`config.mk`:
```
export PLATFORM = sky130hd
export DESIGN_NAME = lbs_ctrl
export DESIGN_NICKNAME = d
export VERILOG_FILES = /design/src/hw/rtl/lbs_pkg.sv /design/src/hw/rtl/lbs_ctrl.sv
export SDC_FILE = /design/constraint.sdc
export NUM_CORES = 1
export LEC_CHECK = 0
export ABC_AREA = 1
export BUFFER_PORTS_ARGS = -buffer_cell sky130_fd_sc_hd__buf_2
export CORE_ASPECT_RATIO = 0.75
export CORE_MARGIN = 4
export CORE_UTILIZATION = 38
export DETAILED_ROUTE_END_ITERATION = 6
export PLACE_DENSITY = 0.58
export SYNTH_ARGS = -nofsm -noshare
export SYNTH_HDL_FRONTEND = slang
export SYNTH_SLANG_ARGS = --single-unit
```
`constraint.sdc`:
```
create_clock -name clk -period 3.4 [get_ports clk]
set_clock_uncertainty 0.1 [all_clocks]
set_input_delay 0.17 -clock clk [delete_from_list [all_inputs] [get_ports clk]]
set_output_delay 0.17 -clock clk [all_outputs]
set_load 0.005 [all_outputs]
```
`src/hw/rtl/lbs_pkg.sv`:
```
package lbs_pkg;

	localparam int WORDS_PER_BONE = 12;
	localparam int ACC_W          = 48;
	localparam int UNIT_W         = 18;
	localparam int S_TDATA_W      = 256;
	localparam int M_TDATA_W      = 152;
	localparam int TAB_ADDR_W     = 10;

	localparam logic OP_WRITE = 1'b0;
	localparam logic OP_SKIN  = 1'b1;

	localparam logic [16:0] ONE_WEIGHT = 17'd65536;

	typedef struct packed {
		logic       load;
		logic       write;
		logic       rd;
		logic [3:0] word;
		logic [1:0] row;
		logic [1:0] tap;
		logic       mul;
		logic       add;
		logic       wgt;
		logic       weighted;
		logic       acc;
		logic       mag;
		logic       scale;
		logic       sq;
		logic       sqa;
		logic       sqrt_step;
		logic       div_init;
		logic       div_step;
		logic       div_store;
		logic       out_load;
	} cmd_t;

	typedef struct packed {
		logic zero;
		logic in_range;
	} status_t;

endpackage

```
`src/hw/rtl/lbs_ctrl.sv`:
```
module lbs_ctrl (
	input  logic            clk,
	input  logic            arst_n,
	input  logic            s_tvalid,
	output logic            s_tready,
	input  logic            op,
	input  logic            more,
	output logic            m_tvalid,
	input  logic            m_tready,
	input  lbs_pkg::status_t st,
	output lbs_pkg::cmd_t   cmd
);

	localparam logic [3:0] S_IDLE   = 4'd0;
	localparam logic [3:0] S_RD     = 4'd1;
	localparam logic [3:0] S_MUL    = 4'd2;
	localparam logic [3:0] S_ADD    = 4'd3;
	localparam logic [3:0] S_WGT    = 4'd4;
	localparam logic [3:0] S_ACC    = 4'd5;
	localparam logic [3:0] S_NMAG   = 4'd6;
	localparam logic [3:0] S_NSCALE = 4'd7;
	localparam logic [3:0] S_NSQ    = 4'd8;
	localparam logic [3:0] S_NSQA   = 4'd9;
	localparam logic [3:0] S_NSQRT  = 4'd10;
	localparam logic [3:0] S_NDL    = 4'd11;
	localparam logic [3:0] S_NDIV   = 4'd12;
	localparam logic [3:0] S_NDST   = 4'd13;
	localparam logic [3:0] S_DONE   = 4'd14;

	logic [3:0] state_q, state_d;
	logic [1:0] row_q, row_d, tap_q, tap_d;
	logic [4:0] cnt_q, cnt_d;
	logic       inprog_q, inprog_d, more_q, more_d, valid_q;

	assign m_tvalid = valid_q;

	always_comb begin
		state_d  = state_q;
		row_d    = row_q;
		tap_d    = tap_q;
		cnt_d    = cnt_q;
		inprog_d = inprog_q;
		more_d   = more_q;
		s_tready = 1'b0;
		cmd      = '0;
		cmd.row  = row_q;
		cmd.tap  = tap_q;
		cmd.word = (tap_q == 2'd0) ? {2'b00, row_q} : 4'(3 * tap_q) + {2'b00, row_q};
		cmd.weighted = inprog_q | more_q;
		unique case (state_q)
			S_IDLE: begin
				s_tready = 1'b1;
				if (s_tvalid) begin
					if (op == lbs_pkg::OP_SKIN) begin
						cmd.load = 1'b1;
						more_d   = more;
						row_d    = 2'd0;
						tap_d    = 2'd0;
						state_d  = S_RD;
					end else begin
						cmd.write = 1'b1;
					end
				end
			end
			S_RD: begin
				cmd.rd  = 1'b1;
				state_d = S_MUL;
			end
			S_MUL: begin
				cmd.mul = 1'b1;
				if (tap_q == 2'd0) begin
					tap_d   = 2'd1;
					state_d = S_RD;
				end else begin
					state_d = S_ADD;
				end
			end
			S_ADD: begin
				cmd.add = 1'b1;
				if (tap_q == 2'd3) begin
					state_d = S_WGT;
				end else begin
					tap_d   = tap_q + 2'd1;
					state_d = S_RD;
				end
			end
			S_WGT: begin
				cmd.wgt = 1'b1;
				state_d = S_ACC;
			end
			S_ACC: begin
				cmd.acc = 1'b1;
				if (row_q == 2'd2) begin
					if (more_q) begin
						inprog_d = 1'b1;
						state_d  = S_IDLE;
					end else begin
						state_d = S_NMAG;
					end
				end else begin
					row_d   = row_q + 2'd1;
					tap_d   = 2'd0;
					state_d = S_RD;
				end
			end
			S_NMAG: begin
				cmd.mag = 1'b1;
				state_d = S_NSCALE;
			end
			S_NSCALE: begin
				if (st.zero) begin
					state_d = S_DONE;
				end else if (st.in_range) begin
					row_d   = 2'd0;
					state_d = S_NSQ;
				end else begin
					cmd.scale = 1'b1;
				end
			end
			S_NSQ: begin
				cmd.sq  = 1'b1;
				state_d = S_NSQA;
			end
			S_NSQA: begin
				cmd.sqa = 1'b1;
				if (row_q == 2'd2) begin
					cnt_d   = 5'd30;
					state_d = S_NSQRT;
				end else begin
					row_d   = row_q + 2'd1;
					state_d = S_NSQ;
				end
			end
			S_NSQRT: begin
				cmd.sqrt_step = 1'b1;
				if (cnt_q == 5'd0) begin
					row_d   = 2'd0;
					state_d = S_NDL;
				end else begin
					cnt_d = cnt_q - 5'd1;
				end
			end
			S_NDL: begin
				cmd.div_init = 1'b1;
				cnt_d        = 5'd17;
				state_d      = S_NDIV;
			end
			S_NDIV: begin
				cmd.div_step = 1'b1;
				if (cnt_q == 5'd0) begin
					state_d = S_NDST;
				end else begin
					cnt_d = cnt_q - 5'd1;
				end
			end
			S_NDST: begin
				cmd.div_store = 1'b1;
				if (row_q == 2'd2) begin
					state_d = S_DONE;
				end else begin
					row_d   = row_q + 2'd1;
					state_d = S_NDL;
				end
			end
			S_DONE: begin
				// hold until the output register is free
				if (!valid_q || m_tready) begin
					cmd.out_load = 1'b1;
					inprog_d     = 1'b0;
					state_d      = S_IDLE;
				end
			end
			default: state_d = S_IDLE;
		endcase
	end

	always_ff @(posedge clk or negedge arst_n) begin
		if (!arst_n) begin
			state_q  <= S_IDLE;
			row_q    <= 2'd0;
			tap_q    <= 2'd0;
			cnt_q    <= 5'd0;
			inprog_q <= 1'b0;
			more_q   <= 1'b0;
			valid_q  <= 1'b0;
		end else begin
			state_q  <= state_d;
			row_q    <= row_d;
			tap_q    <= tap_d;
			cnt_q    <= cnt_d;
			inprog_q <= inprog_d;
			more_q   <= more_d;
			if (cmd.out_load) begin
				valid_q <= 1'b1;
			end else if (m_tready) begin
				valid_q <= 1'b0;
			end
		end
	end

endmodule

```
==> results.cfg, run 1 <==
[layout]
final-seq-area_um2 = 400
multi_input_area_um2 = 860
syn2layout_area_growth_pct = 20.6
fin_nets = 287
antenna_cells = 0
drive_above_1_share_pct = 22.6
stdcell_count = 320
fillCellCount = 397
layout_commonest_cell = nand2_1
most-common-layout-cells = nand2_1 (83), inv_1 (37), buf_2 (34)

[routing]
wl_per_cell_um = 11.2
vias_per_cell = 4.49
routed.top_layer = met4
drt_iter0_drc = 67
wl_um = 3600
dr_total_vias = 1436
wl_met2_um = 1560
drt.antenna.violating_nets = 0
drc = 0
first_pass_iters = 4
wl_met3_um = 168
met1Wirelength_um = 1850

[status]
outcome = completed

[synthesis]
postSynthCellCount = 232
syn_area_per_cell_um2 = 6.12
syn-cell-area_mm2 = 0.00142
synth_top_family_by_area = simple AND/OR/NAND/NOR gates
synth_area_leaders = dfrtp_1 (28%), nand2_1 (22%), inv_1 (9.8%)
synth_mux_area_share_pct = 0
synth_compound_area_share_pct = 3.79
yosysUniqueCellTypes = 21
synth_fa_ha_area_share_pct = 8.11
synth_simple_gate_area_share_pct = 48.7
ys_ff_latch = 16
synth.yosys.seq_area_share_pct = 28.2
syn_nets = 248
synthXorXnorAreaFrac_pct = 0
yosysWarnings = 0
yosys.area.top_type = dfrtp_1
yosys.area.top_type_share_pct = 28.2

[setup_path]
cp.required_ns = 3.13
critPathCaptureType = primary output
cp_max_fo = 6
cp.arrival_ns = 2.28
worstSetupPathType = flop to primary output
worstSetupStartpointType = flop

[power]
p_leak_uw = 0.00109
power.share.switching_pct = 21.9
p_comb_share_pct = 3.3
p_int_uw = 299
p_seq_share_pct = 50.0
p_sw_uw = 84.1
power.total_uw = 383
vdd_drop_max_mv = 0.209
power_density_mw_per_mm2 = 224
p_clk_share_pct = 46.7

[floorplan]
io_pins = 35
die_area_mm2 = 0.00479
die_h_um = 60.9
die_w_um = 78.6
core.rowCount = 18
core_mm2 = 0.00345
initial_core_util_pct = 41.2

[sta]
tns_ns = 0
min_period_over_period_pct = 75.1
setup_viol = 0
fmax_ghz = 0.391
rsz0062_at_grt = no
hold_viol = 0
drv_slew = 0
tightest_slew_ns = 0.411
slew_headroom_pct = 72.5
period_needed_ns = 2.55

[placed_design]
numPortBuffers = 34
routabilityCongestion = 0.896
dp.cells = 315
hpwl_um = 2950

[clocking]
cts_tree = built
root_buffer = clkbuf_8
clock-sinks = 16
clockBufferDepth = 2
insertion_delay_ns = 0.26
htreeDepth = 1
cts_inserted_buffers = 3
clkSlewWorstSetupHoldPaths_ns = 0.07
post_cts_buffers = 0

[global_routing]
grtUsageTotal_pct = 16.1
grt_first_pass_wirelength_um = 6000
grt-ovfl-total = 0
grt_max_degree = 17
grt_pass1_vias = 1283
antenna_found_initial = 0

[min_path]
hold_class = primary input to flop

[job]
max_cap_viol_count = 0
==> layer usage <==
layer / global-route usage (%) / vias to the layer above
met5: 0 / -
met4: 2.99 / 0
met3: 4.60 / 2
met2: 25.6 / 24
met1: 22.3 / 625
li1: - / 785
==> cells in the mapped netlist <==
library cell  count
o21ai_0           5
nand3b_1          1
buf_2             1
fa_1              2
nand2_2           8
o21bai_1          1
nor2_1           28
ha_1              6
nand2_1          83
nand3_2           1
nor2_2            7
o22ai_1           1
inv_2             4
nand3_1          20
nor3_1            2
nand2_4           2
nand4_1           3
a21oi_1           3
nor2_4            1
dfrtp_1          16
inv_1            37
==> registers in the layout, indices dropped and copies added (netlist names) <==
register and flops:
cnt_q 5, state_q 4, row_q 2, tap_q 2, inprog_q 1, m_tvalid 1
more_q 1
==> cell type report <==
cell class	count	share of cell area (%)
Multi-Input combinational cell	174	50.2
Sequential cell	16	23.4
Timing Repair Buffer	35	10.5
Inverter	41	8.99
Tap cell	50	3.65
Clock buffer	4	3.22
==> through the flow <==
step	util, %	setup slack, ns	cell area (um^2)	hold slack (ns)
2_1_floorplan	-	1.27	1420	-0.226
3_3_place_gp	47.8	1.18	1650	0.0243
3_5_place_dp	47.8	1.11	1650	0.0251
4_1_cts	49.7	0.825	1710	0.0208
5_1_grt	49.7	0.719	1710	0.0244
6_report	49.7	0.846	1710	0.0268
==> critical path, cell delays in order (launching register included) <==
cell and delay [ns]:
dfrtp_1 0.44, inv_1 0.11, fa_1 0.55, inv_1 0.04, ha_1 0.19, fa_1 0.47
inv_1 0.04, nor2_1 0.06, buf_2 0.11
==> what timing repair did <==
action                    4_1_cts  5_1_grt
hold endpoints to repair       16        0
hold buffers                    1        0
gates resized for setup         0        0
==> power by group through the flow <==
stage	clock (uW)	combinational, uW	sequential (uW)
CTS	184	13.1	192
floorplan	0	2.58	195
detailed placement	0	12.2	195
global placement	0	12.2	195
finish	179	12.5	192
global route	193	14.5	192
==> worst paths after layout <==
path | from | endpoint | slack [ns] | cells past startpoint
worst max register to register | state_q[2] | row_q[0] | 1.72 | 7
min in group asynchronous | arst_n | inprog_q | 0.27 | 2
worst max-delay path | tap_q[0] | cmd[20] | 0.85 | 8
worst min register to register | cnt_q[4] | cnt_q[4] | 0.37 | 2
worst min-delay path | more | more_q | 0.03 | 3
max in group asynchronous | arst_n | row_q[0] | 2.65 | 2
==> logic make-up after synthesis <==
family	after synthesis
AOI/OAI and AO/OA	10
adders and majority gates	8
buffers and inverters	42
DFF	16
and+or+nand+nor	156
Power figures use the tool's default switching activity.
==> run 2, diff against run 1 <==
- PLACE_DENSITY: 0.58 -> 0.6
- clock period: 3.4 -> 2.2 ns (I/O delays scaled with it)
==> run 2 against run 1 <==
The flow now finishes with violations (negative setup slack). Highest routed layer unchanged. Sequential power increased by 54%. Largest power group unchanged. Non-clock buffer count up 6. Final area is 2.3% higher. Worst hold slack better by 0.072 ns. Sequential cell count did not move. First-iteration DRC count grew 25%. Combinational power grew 77%. Setup slack worse by 0.93 ns. Sequential share of layout area fell by 0.52 points. Clock power grew 26%.
==> results.cfg, run 2 (synthesis gave the netlist of run 1 again) <==
[layout]
antenna_cells = 0
layout_commonest_cell = nand2_1
largest_registers = cnt_q: 5 flops, state_q: 4 flops
largest_reg_flops = 5
drive_above_1_share_pct = 24.4
top_register = cnt_q
stdcell_count = 325
syn2layout_area_growth_pct = 23.4
fin_area_mm2 = 0.00175
utilization_pct = 50.8
fin_nets = 293
most-common-layout-cells = nand2_1 (83), inv_1 (35), buf_2 (34)

[setup_path]
critPathCaptureType = primary output
cp.required_ns = 1.99
crit_chain = inv_2 > fa_1 > inv_1 > ha_2 > fa_1 > inv_1 > nor2_1 > buf_2
cp_max_fo = 2
cp_slowest_stage_delay_ns = 0.53
cp_slowest_cell = fa_1
worstSetupStartpointType = flop
worstSetupPathType = flop to primary output
cp.arrival_ns = 2.08

[power]
vdd_drop_max_mv = 0.337
power_density_mw_per_mm2 = 311
p_leak_uw = 0.00111
power.total_uw = 544

[status]
outcome = complete, but fails checks
violations = negative setup slack

[sta]
setup_viol = 1
tightest_slew_ns = 0.400
setup_ws_ns = -0.0856
slew_headroom_pct = 73.3
drv_slew = 0
fin_hold_ws_ns = 0.0985
period_needed_ns = 2.29
hold_viol = 0
fmax_ghz = 0.438
min_period_over_period_pct = 104
rsz0062_at_grt = yes

[routing]
wl_per_cell_um = 11.0
drc = 0
vias_per_cell = 4.59
first_pass_iters = 4
drt_iter0_drc = 84
drt.antenna.violating_nets = 0
wl_um = 3570
dr_total_vias = 1491

[job]
max_cap_viol_count = 0

[placed_design]
hpwl_um = 2900
placed_area_mm2 = 0.00166
numPortBuffers = 34
dp.cells = 317
routabilityCongestion = 0.919

[floorplan]
core.rowCount = 18
io_pins = 35
die_h_um = 60.9
initial_core_util_pct = 41.2
die_w_um = 78.6
core_mm2 = 0.00345
die_area_mm2 = 0.00479

[clocking]
cts_tree = built
cts_inserted_buffers = 3
root_buffer = clkbuf_8
insertion_delay_ns = 0.25
clkSlewWorstSetupHoldPaths_ns = 0.06
clock-sinks = 16
clockBufferDepth = 2
htreeDepth = 1

[global_routing]
grt_first_pass_wirelength_um = 6120
antenna_found_initial = 0
grt-ovfl-total = 0
grtUsageTotal_pct = 16.1
grt_pass1_vias = 1337
grt_max_degree = 17

[min_path]
hold_class = primary input to flop
run 2: final cells by class:
type                            count  area (um^2)
Clock buffer                        3         41.3
Fill cell                         356         1700
Inverter                           41          154
Multi-Input combinational cell    174          862
Sequential cell                    16          400
Tap cell                           50         62.6
Timing Repair Buffer               41          230
run 2: through the flow:
step / worst slack, ns / setup TNS (ns)
2_1_floorplan: 0.128 / 0
3_3_place_gp: 0.157 / 0
3_5_place_dp: 0.128 / 0
4_1_cts: -0.103 / -0.103
5_1_grt: -0.174 / -0.236
6_report: -0.0856 / -0.0856
run 2: power breakdown:
| part | leakage [uW] | internal [uW] | switching, uW |
|---|---|---|---|
| combinational | 0.000892 | 9.83 | 12.3 |
| sequential | 0.000198 | 296 | 0.434 |
| clock | 0.0000216 | 122 | 104 |
| total | 0.00111 | 427 | 117 |
run 2: worst paths after layout:
path / slack, ns / to / depth (start not counted) / start
max in group asynchronous: 1.50 / m_tvalid / 2 / arst_n
min in group asynchronous: 0.22 / cnt_q[3] / 2 / arst_n
worst max register to register: 0.54 / row_q[1] / 7 / state_q[2]
worst min-delay path: 0.1 / state_q[0] / 4 / st[0]
worst min register to register: 0.37 / cnt_q[4] / 2 / cnt_q[4]
worst max-delay path: -0.09 / cmd[20] / 8 / row_q[1]
run 2: repair_timing:
item                                   in CTS  in global routing
endpoints found under the hold margin      18                  0
setup endpoints to repair                   2                  2
hold buffers                                3                  0
pin swaps                                   1                  0
buffers inserted                            2                  0
gates resized for setup                     3                  0
run 2: worst max-delay path, delay by kind of cell, from the launching register on:
kind / cells / cell delay (ns)
adders and majority gates: 3 / 1.17
DFF: 1 / 0.35
buffers and inverters: 4 / 0.24
and+or+nand+nor: 1 / 0.06
run 2: layer usage:
metal  share of wire [%]  track usage [%]  vias up  wire (um)
met5                   0                0        -          0
met4                0.50             2.24        0         18
met3                 4.7             3.26        2        168
met2                  43             27.0       33       1530
met1                  52             22.3      665       1860
li1                    -                -      791          -
